`config.mk`:
```
export PLATFORM = sky130hd
export DESIGN_NAME = gti_lerp
export DESIGN_NICKNAME = d
export VERILOG_FILES = /design/src/rtl/gti_pkg.sv /design/src/rtl/gti_lerp.sv
export SDC_FILE = /design/constraint.sdc
export NUM_CORES = 2
export LEC_CHECK = 0
export BUFFER_PORTS_ARGS = -buffer_cell sky130_fd_sc_hd__buf_2
export CAP_MARGIN = 20
export CORE_MARGIN = 2
export CORE_UTILIZATION = 50
export DETAILED_ROUTE_END_ITERATION = 8
export PLACE_DENSITY = 0.75
export SETUP_SLACK_MARGIN = 0.1
export SKIP_LAST_GASP = 1
export SYNTH_ARGS = -nofsm -noshare
export SYNTH_HDL_FRONTEND = slang
export SYNTH_SLANG_ARGS = --single-unit
```
`constraint.sdc`:
```
create_clock -name vclk -period 15.5
set_input_delay 1.55 -clock vclk [all_inputs]
set_output_delay 1.55 -clock vclk [all_outputs]
set_load 0.01 [all_outputs]
```
`src/rtl/gti_pkg.sv`:
```
// Package for the grid trilinear interpolator: register indexes, reset values,
// fixed-point widths and default sizes. No dependencies.
`default_nettype none
package gti_pkg;

  localparam int NodesPerAxisDefault = 16;
  localparam int GridTypesDefault    = 4;

  localparam int FracBits = 16;
  localparam int FracW    = FracBits + 1;
  localparam int ValW     = 32;
  localparam int InvW     = 24;
  localparam int CellCntW = 4;

  typedef enum logic [2:0] {
    CFG_OFFSET_X      = 3'd0,
    CFG_OFFSET_Y      = 3'd1,
    CFG_OFFSET_Z      = 3'd2,
    CFG_INV_SPACING   = 3'd3,
    CFG_OUTSIDE_VALUE = 3'd4,
    CFG_CELLS_X       = 3'd5,
    CFG_CELLS_Y       = 3'd6,
    CFG_CELLS_Z       = 3'd7
  } cfg_idx_e;

  typedef enum logic {
    CMD_WRITE = 1'b0,
    CMD_QUERY = 1'b1
  } cmd_e;

  localparam logic [InvW-1:0]     InvSpacingReset = 24'd65536;
  localparam logic [CellCntW-1:0] CellsReset      = 4'd15;

endpackage
`default_nettype wire

```
`src/rtl/gti_lerp.sv`:
```
// One linear blend step a + floor((b - a) * f / 2^16), signed fraction f.
// Depends on gti_pkg.
`default_nettype none
module gti_lerp import gti_pkg::*; #(
  parameter int W = 32
) (
  input  wire logic signed [W-1:0]     a_i,
  input  wire logic signed [W-1:0]     b_i,
  input  wire logic signed [FracW-1:0] f_i,
  output logic      signed [W+1:0]     y_o
);

  logic signed [W:0]         diff;
  logic signed [W+FracW:0]   prod;
  logic signed [W+FracW:0]   prod_sh;

  always_comb begin
    diff    = {b_i[W-1], b_i} - {a_i[W-1], a_i};
    prod    = diff * f_i;
    prod_sh = prod >>> FracBits;
    y_o     = {{2{a_i[W-1]}}, a_i} + prod_sh[W+1:0];
  end

endmodule
`default_nettype wire

```
==> reports/qor.yml <==
synthesis:
  net_count_after_synthesis: 3453
  synth_cells: 2657
  synth_seq_area_share: 0
  dominant_cell_type_by_area_after_synthesis: "sky130_fd_sc_hd__fa_1"
  yosys.area.top_type_share: 0.475
  mean_instance_size_in_the_synthesized_netlist_um2: 8.51
  synth_most_common_cell: "sky130_fd_sc_hd__inv_1"
  yosysWarnings: 0
  post_synth_instance_area_um2: 22600
  yosys-top-cells-count: "sky130_fd_sc_hd__inv_1, sky130_fd_sc_hd__fa_1, sky130_fd_sc_hd__nand2_1"
  synth_cell_type_count: 69
  netlist_top_cells_area: "sky130_fd_sc_hd__fa_1, sky130_fd_sc_hd__inv_1, sky130_fd_sc_hd__ha_1"
floorplanning:
  die_width_um: 217
  placeable_area_um2: 44400
  design.die.area_um2: 47000
  io-pin-count: 115
  floorplan.initialDensity: 0.509
  fp-row-count: 77
  die_h_um: 217
placement:
  final_weighted_congestion_in_routability_driven_placement: 0.904
  io_buffers: 115
  place.detailed.hpwl_um: 49200
cts:
  postCtsHoldBufs: 0
  cts_resized: 0
  postCtsSetupBuffers: 0
setup_path:
  timing.critical_path.mode_cell: "sky130_fd_sc_hd__fa_1"
  maximum_fanout_encountered_on_the_critical_timing_path: 27
  slowest_stage: "sky130_fd_sc_hd__fa_1"
  critPathBufInv: 6
  critical_path.endpoint_type: "output pin"
  crit_arrival_ns: 13.19
  cp_top_family: "compound AO/OA/AOI/OAI gates"
  crit_path_max_incr_delay_ns: 0.59
  timing.setup.critical_path_class: "input pin to output pin"
  critical_path_required_ns: 13.95
  critical_path.startpoint_type: "input pin"
finish:
  n_fill_cell: 4098
  final_core_utilization: 0.537
  sequential_cell_area_um2: 0
  nClkBuffers: 0
  final_layout_size_suffix_gt1_frac: 0.0661
  count_of_sequential_standard_cells: 0
  fin_nets: 3489
  number_of_diodes: 0
  multi_input_area_um2: 19900
  areaGrowthSynthToFinish_pct: 5.48
timing:
  final.min_clock_period_ns: 14.74
  grt_setup_unrepaired: "no"
  min_period_over_period: 0.951
  setup_total_negative_slack_ns: 0
  hold_viol_final: 0
  setup_violations: 0
  slew_violations: 0
  maxSlewHeadroom: 0.296
  fmaxAchievable_mhz: 67.8
  worstMarginPinSlew_ns: 1.05
worst_hold_path:
  hp-class: "input pin to output pin"
global_routing:
  globalRouteOverflowTotal: 0
  pin_count_of_the_biggest_net_entering_global_routing: 44
  first_pass_grt_wire_length_um: 101000
  grt_antenna_before_repair: 0
  grt.total_usage: 0.266
  vias_in_the_first_global_route: 19782
route:
  finalWirelength_um: 60000
  route.detailed.drc: 0
  avgViaCountPerCell: 5.51
  vias: 18076
  drtIter0Drc: 1128
  dr.pass1.iters: 5
  drtAntennaViolNets: 0
  routedWlPerCell_um: 18.3
flow_run:
  maxCapViolations: 0
status:
  run_status: "finished clean"
[path summary, 6_finish.rpt]
check / end / startpoint / cells past startpoint / slack, ns
setup / recovery: y_o[33] / a_i[1] / 44 / 0.76
hold / removal: y_o[0] / a_i[0] / 3 / 3.44
[stage by stage]
step | setup WS [ns] | cell area [um^2] | hold WS, ns | std cells
floorplan | 2.86 | 22600 | 3.25 | 2657
finish | 0.757 | 23900 | 3.44 | 3283
CTS | 0.303 | 23800 | 3.44 | 3282
global route | 0.155 | 23900 | 3.45 | 3283
detailed placement | 0.336 | 23800 | 3.44 | 3282
global placement | 0.469 | 23800 | 3.44 | 3282
[per-layer routing]
layer  track usage  vias to the layer above  share of wire
met5             0                        -              0
met4        0.0783                        0          0.033
met3        0.0226                      137          0.056
met2         0.487                      626           0.52
met1         0.336                     9252           0.39
li1              -                     8061              -
[placed cells by master, fill, tap and decap left out, drive strengths merged, types with 5 or more instances in the layout]
| cell type | synthesis | layout |
|---|---|---|
| fa | 537 | 537 |
| xor2 | 25 | 25 |
| o211ai | 12 | 12 |
| nor2b | 52 | 52 |
| nand2 | 318 | 318 |
| nand3b | 9 | 9 |
| a31oi | 11 | 11 |
| a21o | 36 | 36 |
| o21bai | 12 | 12 |
| a21oi | 88 | 88 |
| a211oi | 13 | 13 |
| o21a | 20 | 20 |
| a311oi | 9 | 9 |
| nand2b | 24 | 24 |
| buf | 12 | 153 |
| nor3 | 15 | 15 |
| and4b | 7 | 7 |
| o21ai | 43 | 43 |
| inv | 615 | 615 |
| o31ai | 5 | 5 |
| xnor2 | 65 | 65 |
| nand4 | 10 | 10 |
| and3 | 8 | 8 |
| nand3 | 68 | 68 |
| ha | 178 | 178 |
| and2 | 230 | 230 |
| nor2 | 79 | 79 |
[cell type report]
cell class / instances / area share
multi-input cells: 1922 / 0.835
repair buffers: 154 / 0.0371
inverters: 615 / 0.0967
well taps: 592 / 0.0310
[worst min-delay path: stages]
cell and delay [ns]:
sky130_fd_sc_hd__buf_2 0.09, sky130_fd_sc_hd__ha_1 0.12, sky130_fd_sc_hd__buf_2 0.12
[cell families after synthesis]
kind of cell,count (synthesis),share of synthesized area
AOI/OAI and AO/OA,284,0.0834
xor gates and xnor gates,91,0.0362
adders and majority gates,715,0.574
buffers and inverters,735,0.123
muxes,1,0.000498
and+or+nand+nor,831,0.184
Power is not shown: default switching activity piles up to over one toggle a cycle in this logic, so the estimate is an artifact.
