**src/rtl/gti_ram.sv**
```systemverilog
// Generic simple dual-port RAM: one write port, one read port, registered read.
// No dependencies.
`default_nettype none
module gti_ram #(
  parameter int Width = 32,
  parameter int Depth = 16
) (
  input  wire logic                               clk_i,
  input  wire logic                               we_i,
  input  wire logic [(Depth > 1 ? $clog2(Depth) : 1)-1:0] waddr_i,
  input  wire logic [Width-1:0]                   wdata_i,
  input  wire logic                               re_i,
  input  wire logic [(Depth > 1 ? $clog2(Depth) : 1)-1:0] raddr_i,
  output logic      [Width-1:0]                   rdata_o
);

  logic [Width-1:0] mem_q [Depth];
  logic [Width-1:0] rdata_q;

  always_ff @(posedge clk_i) begin
    if (we_i) begin
      mem_q[waddr_i] <= wdata_i;
    end
    if (re_i) begin
      rdata_q <= mem_q[raddr_i];
    end
  end

  assign rdata_o = rdata_q;

endmodule
`default_nettype wire

```
**config.mk**
```make
export PLATFORM = sky130hd
export DESIGN_NAME = gti_ram
export DESIGN_NICKNAME = d
export VERILOG_FILES = /design/src/rtl/gti_ram.sv
export SDC_FILE = /design/constraint.sdc
export NUM_CORES = 1
export LEC_CHECK = 0
export BUFFER_PORTS_ARGS = -buffer_cell sky130_fd_sc_hd__buf_4
export CAP_MARGIN = 20
export CORE_MARGIN = 1.5
export CORE_UTILIZATION = 30
export DETAILED_ROUTE_END_ITERATION = 16
export SETUP_SLACK_MARGIN = 0.15
export SLEW_MARGIN = 0
export SYNTH_ARGS = -nofsm -noshare
export SYNTH_HDL_FRONTEND = slang
export SYNTH_SLANG_ARGS = --single-unit
```
**constraint.sdc**
```tcl
create_clock -name clk_i -period 3.9 [get_ports clk_i]
set_clock_uncertainty 0.1 [all_clocks]
set_input_delay 0.39 -clock clk_i [delete_from_list [all_inputs] [get_ports clk_i]]
set_output_delay 0.39 -clock clk_i [all_outputs]
set_load 0.05 [all_outputs]
```
==> results of run 1 <==
[flip-flops by register name, indices dropped and copies added, names as in the netlist]
signal	cells
mem_q	512
rdata_o	32
[power breakdown]
part           switching, W  internal (W)  leakage, nW
registers         0.0000437       0.00659         4.94
clock network       0.00218       0.00299        0.857
logic              0.000437      0.000280         1.81
[routing by layer]
metal | track usage | vias to the layer above | wire length, µm | part of all wire
met2 | 0.211 | 309 | 21500 | 0.47
met5 | 0 | - | 48 | 0.0011
met4 | 0.0379 | 8 | 790 | 0.017
li1 | - | 3907 | - | -
met3 | 0.0253 | 64 | 2920 | 0.064
met1 | 0.189 | 5008 | 20400 | 0.45
[layout by cell type, fill, tap and decap left out, types with 11 or more instances in the layout]
master         instances
edfxtp_1             544
mux4_2               128
buf_4                101
a22oi_1               64
clkbuf_16             55
nand2_1               33
dlygate4sd3_1         32
nor2_4                13
clkinv_1              11
clkinv_2              11
[path summary, 6_finish.rpt]
path	endpoint	slack [ns]	depth (start not counted)
setup / recovery	rdata_o[24]$_DFFE_PP_	2.04	5
hold / removal	rdata_o[5]$_DFFE_PP_	0.29	1
setup reg to reg	rdata_o[11]$_DFFE_PP_	2.35	3
hold reg to reg	rdata_o[12]$_DFFE_PP_	0.65	3
[timing repair]
item	in CTS	in global routing
endpoints found under the setup margin	0	0
hold buffers	32	0
hold endpoints to repair	512	0
[stage by stage]
stage          hold slack, ns  total power (W)  std cells  instance area [µm²]
2_1_floorplan           0.389          0.00715        838                20200
3_3_place_gp            0.581          0.00744       1765                22000
3_5_place_dp            0.595          0.00746       1765                22000
4_1_cts                 0.278           0.0126       1897                24100
5_1_grt                 0.304           0.0129       1897                24100
6_report                0.292           0.0125       1897                24100
[cell families (layout without fill, tap and decap cells)]
logic type             after synthesis  in the layout
AO/OA/AOI/OAI                       64             64
multiplexers                       128            128
buffers and inverters               43            238
AND/OR/NAND/NOR                     59             59
flip-flops                         544            544
[final cells by class]
| type | count | area, µm² |
|---|---|---|
| Clock buffer | 64 | 1410 |
| Clock inverter | 36 | 353 |
| Fill cell | 5967 | 42100 |
| Multi-Input combinational cell | 251 | 3750 |
| Sequential cell | 544 | 16300 |
| Tap cell | 864 | 1080 |
| Timing Repair Buffer | 138 | 1170 |
==> flow_metrics.tcl, run 1 <==
set metrics [dict create \
    grt_setup_unrepaired "false" \
    crit_path_max_fanout 53 \
    antennaDiodeCount 0 \
    die_w_um 262 \
    crit_path_max_incr_delay_ns 0.54 \
    ys_warn_count 0 \
    synthTopCellsByCount "edfxtp_1 (544), mux4_2 (128), a22oi_1 (64)" \
    setup_slack_ns 2.04 \
    finalCriticalPeriod_ns 1.86 \
    htree_levels 2 \
    cp_top_family "buffers and inverters" \
    detailroute.via_count 9296 \
    wl_per_cell_um 24.1 \
    grt_max_degree 54 \
    die_area_um2 68800 \
    worst_path_max_delay_cell "buf_4" \
    cap_violations 0 \
    cts_tree "built" \
    synth-simple-area-share 0.0125 \
    dr.pass1.iters 5 \
    drt-initial-drc-count 882 \
    hpwl_mm 23.6 \
    fin_crit_sh 0.478 \
    cts_buffers 54 \
    antenna_found_initial 4 \
    synth_top_area_share 0.810 \
    slew_headroom 0.253 \
    outcome "completed" \
    max_freq_ghz 0.536 \
    postSynthNetCount 881 \
    clockRootBuffer "clkbuf_16" \
    drt-total-wl_mm 45.6 \
    nets 1032 \
    syn_inst 838 \
    row_count 94 \
    synth_area_leader_cell "edfxtp_1" \
    worst-endpoint-required_ns 4.15 \
    synthMuxAreaShare 0.143 \
    gp_congestion 0.675 \
    peakVddDrop_v 0.000281 \
    async_flop_share 0 \
    synth_area_per_cell_um2 24.1 \
    start_util 0.305 \
    cp-start-kind "input port" \
    synth_most_common_cell "edfxtp_1" \
    grt_usage 0.134 \
    syn-cell-area_um2 20200 \
    fin_tns_setup_ns 0 \
    drcViolationCount 0 \
    power.leakage_nw 7.61 \
    ys_seq_area_frac 0.810 \
    ys.flop_type "edfxtp_1" \
    yosys.cell_types.count 17 \
    slew_violations 0 \
    rr_startpoint "mem_q[3][11]$_DFFE_PP_" \
    die_y_um 262 \
    avgViaCountPerCell 4.90 \
    core-area_um2 66200 \
    post_cts_buffers 0 \
    worstHoldPathType "input port to flip-flop" \
    synth_edf_count 544 \
    critPathCaptureType "flip-flop" \
    critPathBufInv 2 \
    power_density_nw_per_um2 519 \
    ant_nets 0 \
    cts_resized 0 \
    preCtsSetupSlack_ns 1.41 \
    synth_compound_area_frac 0.0238 \
    grt-ovfl-total 0 \
    synth_adder_area_share 0 \
    io_pins 75 \
    synth_area_leaders "edfxtp_1 (81%), mux4_2 (14%), a22oi_1 (2.4%)" \
    hold_viol 0 \
    worstMarginPinSlew_ns 1.12 \
    clkTransAtPathRegs_ns 0.06 \
    crit_path_start "raddr_i[1]" \
    grt_pass1_wl_mm 67.6 \
    holdCritStartpoint "re_i" \
    crit_chain "buf_4 > buf_12 > mux4_2 > a22oi_1 > nand2_1" \
    cts_max_path_buffers 3 \
    first_global_vias 9936 \
    cp.arrival_ns 2.11 \
    synth_xor_area_frac 0 \
    syn_to_final_growth_pct 19.5 \
    drive_gt1_frac 0.324 \
    synth-seq-cells 544 \
    fin_util 0.364 \
    setup_violations 0 \
    synth_top_family_by_area "multiplexers" \
    crit_type "input port to flip-flop" \
    cts.sinks 544 \
    portBuffers 74 \
    clk_latency_ns 0.61 \
]
No activity file was read; power rests on OpenSTA's default activity.
==> run 2: changes to the inputs <==
==> constraint.sdc (replaced) <==
create_clock -name clk_i -period 1.6 [get_ports clk_i]
set_clock_uncertainty 0.1 [all_clocks]
set_input_delay 0.16 -clock clk_i [delete_from_list [all_inputs] [get_ports clk_i]]
set_output_delay 0.16 -clock clk_i [all_outputs]
set_load 0.05 [all_outputs]
==> flow_metrics.tcl, run 2 (same netlist as run 1, synthesis figures left out) <==
set metrics [dict create \
    drt-initial-drc-count 881 \
    clkTransAtPathRegs_ns 0.06 \
    die_area_um2 68800 \
    worstHoldPathType "input port to flip-flop" \
    avgViaCountPerCell 4.91 \
    io_pins 75 \
    cts_max_path_buffers 3 \
    row_count 94 \
    final_area_um2 25600 \
    grt_usage 0.139 \
    antennaDiodeCount 0 \
    die_w_um 262 \
    crit_type "flip-flop to output pin" \
    die_y_um 262 \
    ant_nets 0 \
    largest_reg_flops 512 \
    drcViolationCount 0 \
    power_density_nw_per_um2 1220 \
    setup_violations 0 \
    detailroute.via_count 9598 \
    fillers 5852 \
    antenna_found_initial 0 \
    peakVddDrop_v 0.000974 \
    multiInputGateArea_um2 4080 \
    worstMarginPinSlew_ns 0.516 \
    final_common_cell "edfxtp_1" \
    setup_slack_ns 0.0381 \
    worst_path_max_delay_cell "edfxtp_1" \
    clockRootBuffer "clkbuf_16" \
    hold_viol 0 \
    fin_util 0.386 \
    critPathCaptureType "output pin" \
    cts_tree "built" \
    grt_setup_unrepaired "true" \
    crit_chain "buf_6" \
    first_global_vias 10196 \
    cts_buffers 53 \
    fin_total_pwr_w 0.0311 \
    crit_path_max_incr_delay_ns 0.49 \
    final_cell_mix "edfxtp_1 (544), mux4_2 (128), buf_4 (79)" \
    clk_latency_ns 0.61 \
    critPathBufInv 1 \
    portBuffers 74 \
    grt_max_degree 33 \
    power.leakage_nw 8.14 \
    cp.arrival_ns 1.30 \
    htree_levels 2 \
    crit_path_max_fanout 1 \
    top_register "mem_q" \
    syn_to_final_growth_pct 26.8 \
    core-area_um2 66200 \
    cp-start-kind "flip-flop" \
    regArea_um2 16300 \
    slew_headroom 0.655 \
    worst-endpoint-required_ns 1.34 \
    dr.pass1.iters 7 \
    grt-ovfl-total 0 \
    start_util 0.305 \
    slew_violations 0 \
    finalCriticalPeriod_ns 1.56 \
    max_freq_ghz 0.640 \
    grt_pass1_wl_mm 70.1 \
    cap_violations 0 \
    nets 1088 \
    placed_cell_area_um2 23000 \
    drive_gt1_frac 0.410 \
    hpwl_mm 27.0 \
    preCtsSetupSlack_ns -0.347 \
    cp_top_family "flip-flops" \
    outcome "completed" \
    cts.sinks 544 \
    drt-total-wl_mm 47.7 \
    gp_congestion 0.696 \
    wl_per_cell_um 24.4 \
    fin_crit_sh 0.976 \
]
-- run 2: cell types whose count changed in the layout (fill, tap and decap cells not counted), sizes merged --
cell | previous run | this run
buf | 105 | 159
clkinv | 24 | 28
clkinvlp | 4 | 3
clkbuf | 65 | 61
bufinv | 6 | 8
dlygate4sd3 | 32 | 34
-- run 2: routing by layer --
layer / wire length (µm) / track usage / share of wire / vias to the layer above
met5: 0 / 0 / 0 / -
met4: 939 / 0.0380 / 0.020 / 0
met3: 2470 / 0.0243 / 0.052 / 68
met2: 23400 / 0.225 / 0.49 / 291
met1: 20900 / 0.193 / 0.44 / 5209
li1: - / - / - / 4030
-- run 2: final timing paths --
check                         startpoint              endpoint  slack [ns]  cells after the start
hold / removal                raddr_i[2]  rdata_o[5]$_DFFE_PP_        0.08                      4
setup / recovery    rdata_o[4]$_DFFE_PP_            rdata_o[4]        0.04                      1
setup reg to reg  mem_q[15][1]$_DFFE_PP_  rdata_o[1]$_DFFE_PP_        0.09                      3
hold reg to reg    mem_q[7][0]$_DFFE_PP_  rdata_o[0]$_DFFE_PP_        0.63                      3
-- run 2: what timing repair did --
item | 4_1_cts | 5_1_grt
pin swaps | 6 | 6
hold buffers | 34 | 0
endpoints found under the setup margin | 57 | 173
resized for setup | 54 | 34
setup buffers | 0 | 1
cloned | 0 | 1
endpoints found under the hold margin | 571 | 0
-- run 2: where the power goes --
group / total (W) / internal, W / switching (W)
registers: 0.0162 / 0.0161 / 0.000119
logic: 0.00210 / 0.000925 / 0.00118
clock network: 0.0129 / 0.00742 / 0.00544
-- run 2: layout make-up --
class	instances	share of cell area
clock inverter	41	0.0177
sequential	544	0.639
tap	864	0.0423
clock buffer	59	0.0527
multi-input combinational	251	0.159
timing repair buffer	195	0.0893
-- run 2: per-stage QoR --
step	TNS (ns)	hold slack, ns	instances
floorplan	-33.90	0.159	838
CTS	0	0.0441	1952
detailed placement	-20.38	0.364	1818
global route	-0.0150	0.0677	1954
finish	0	0.0760	1954
global placement	-19.08	0.352	1817
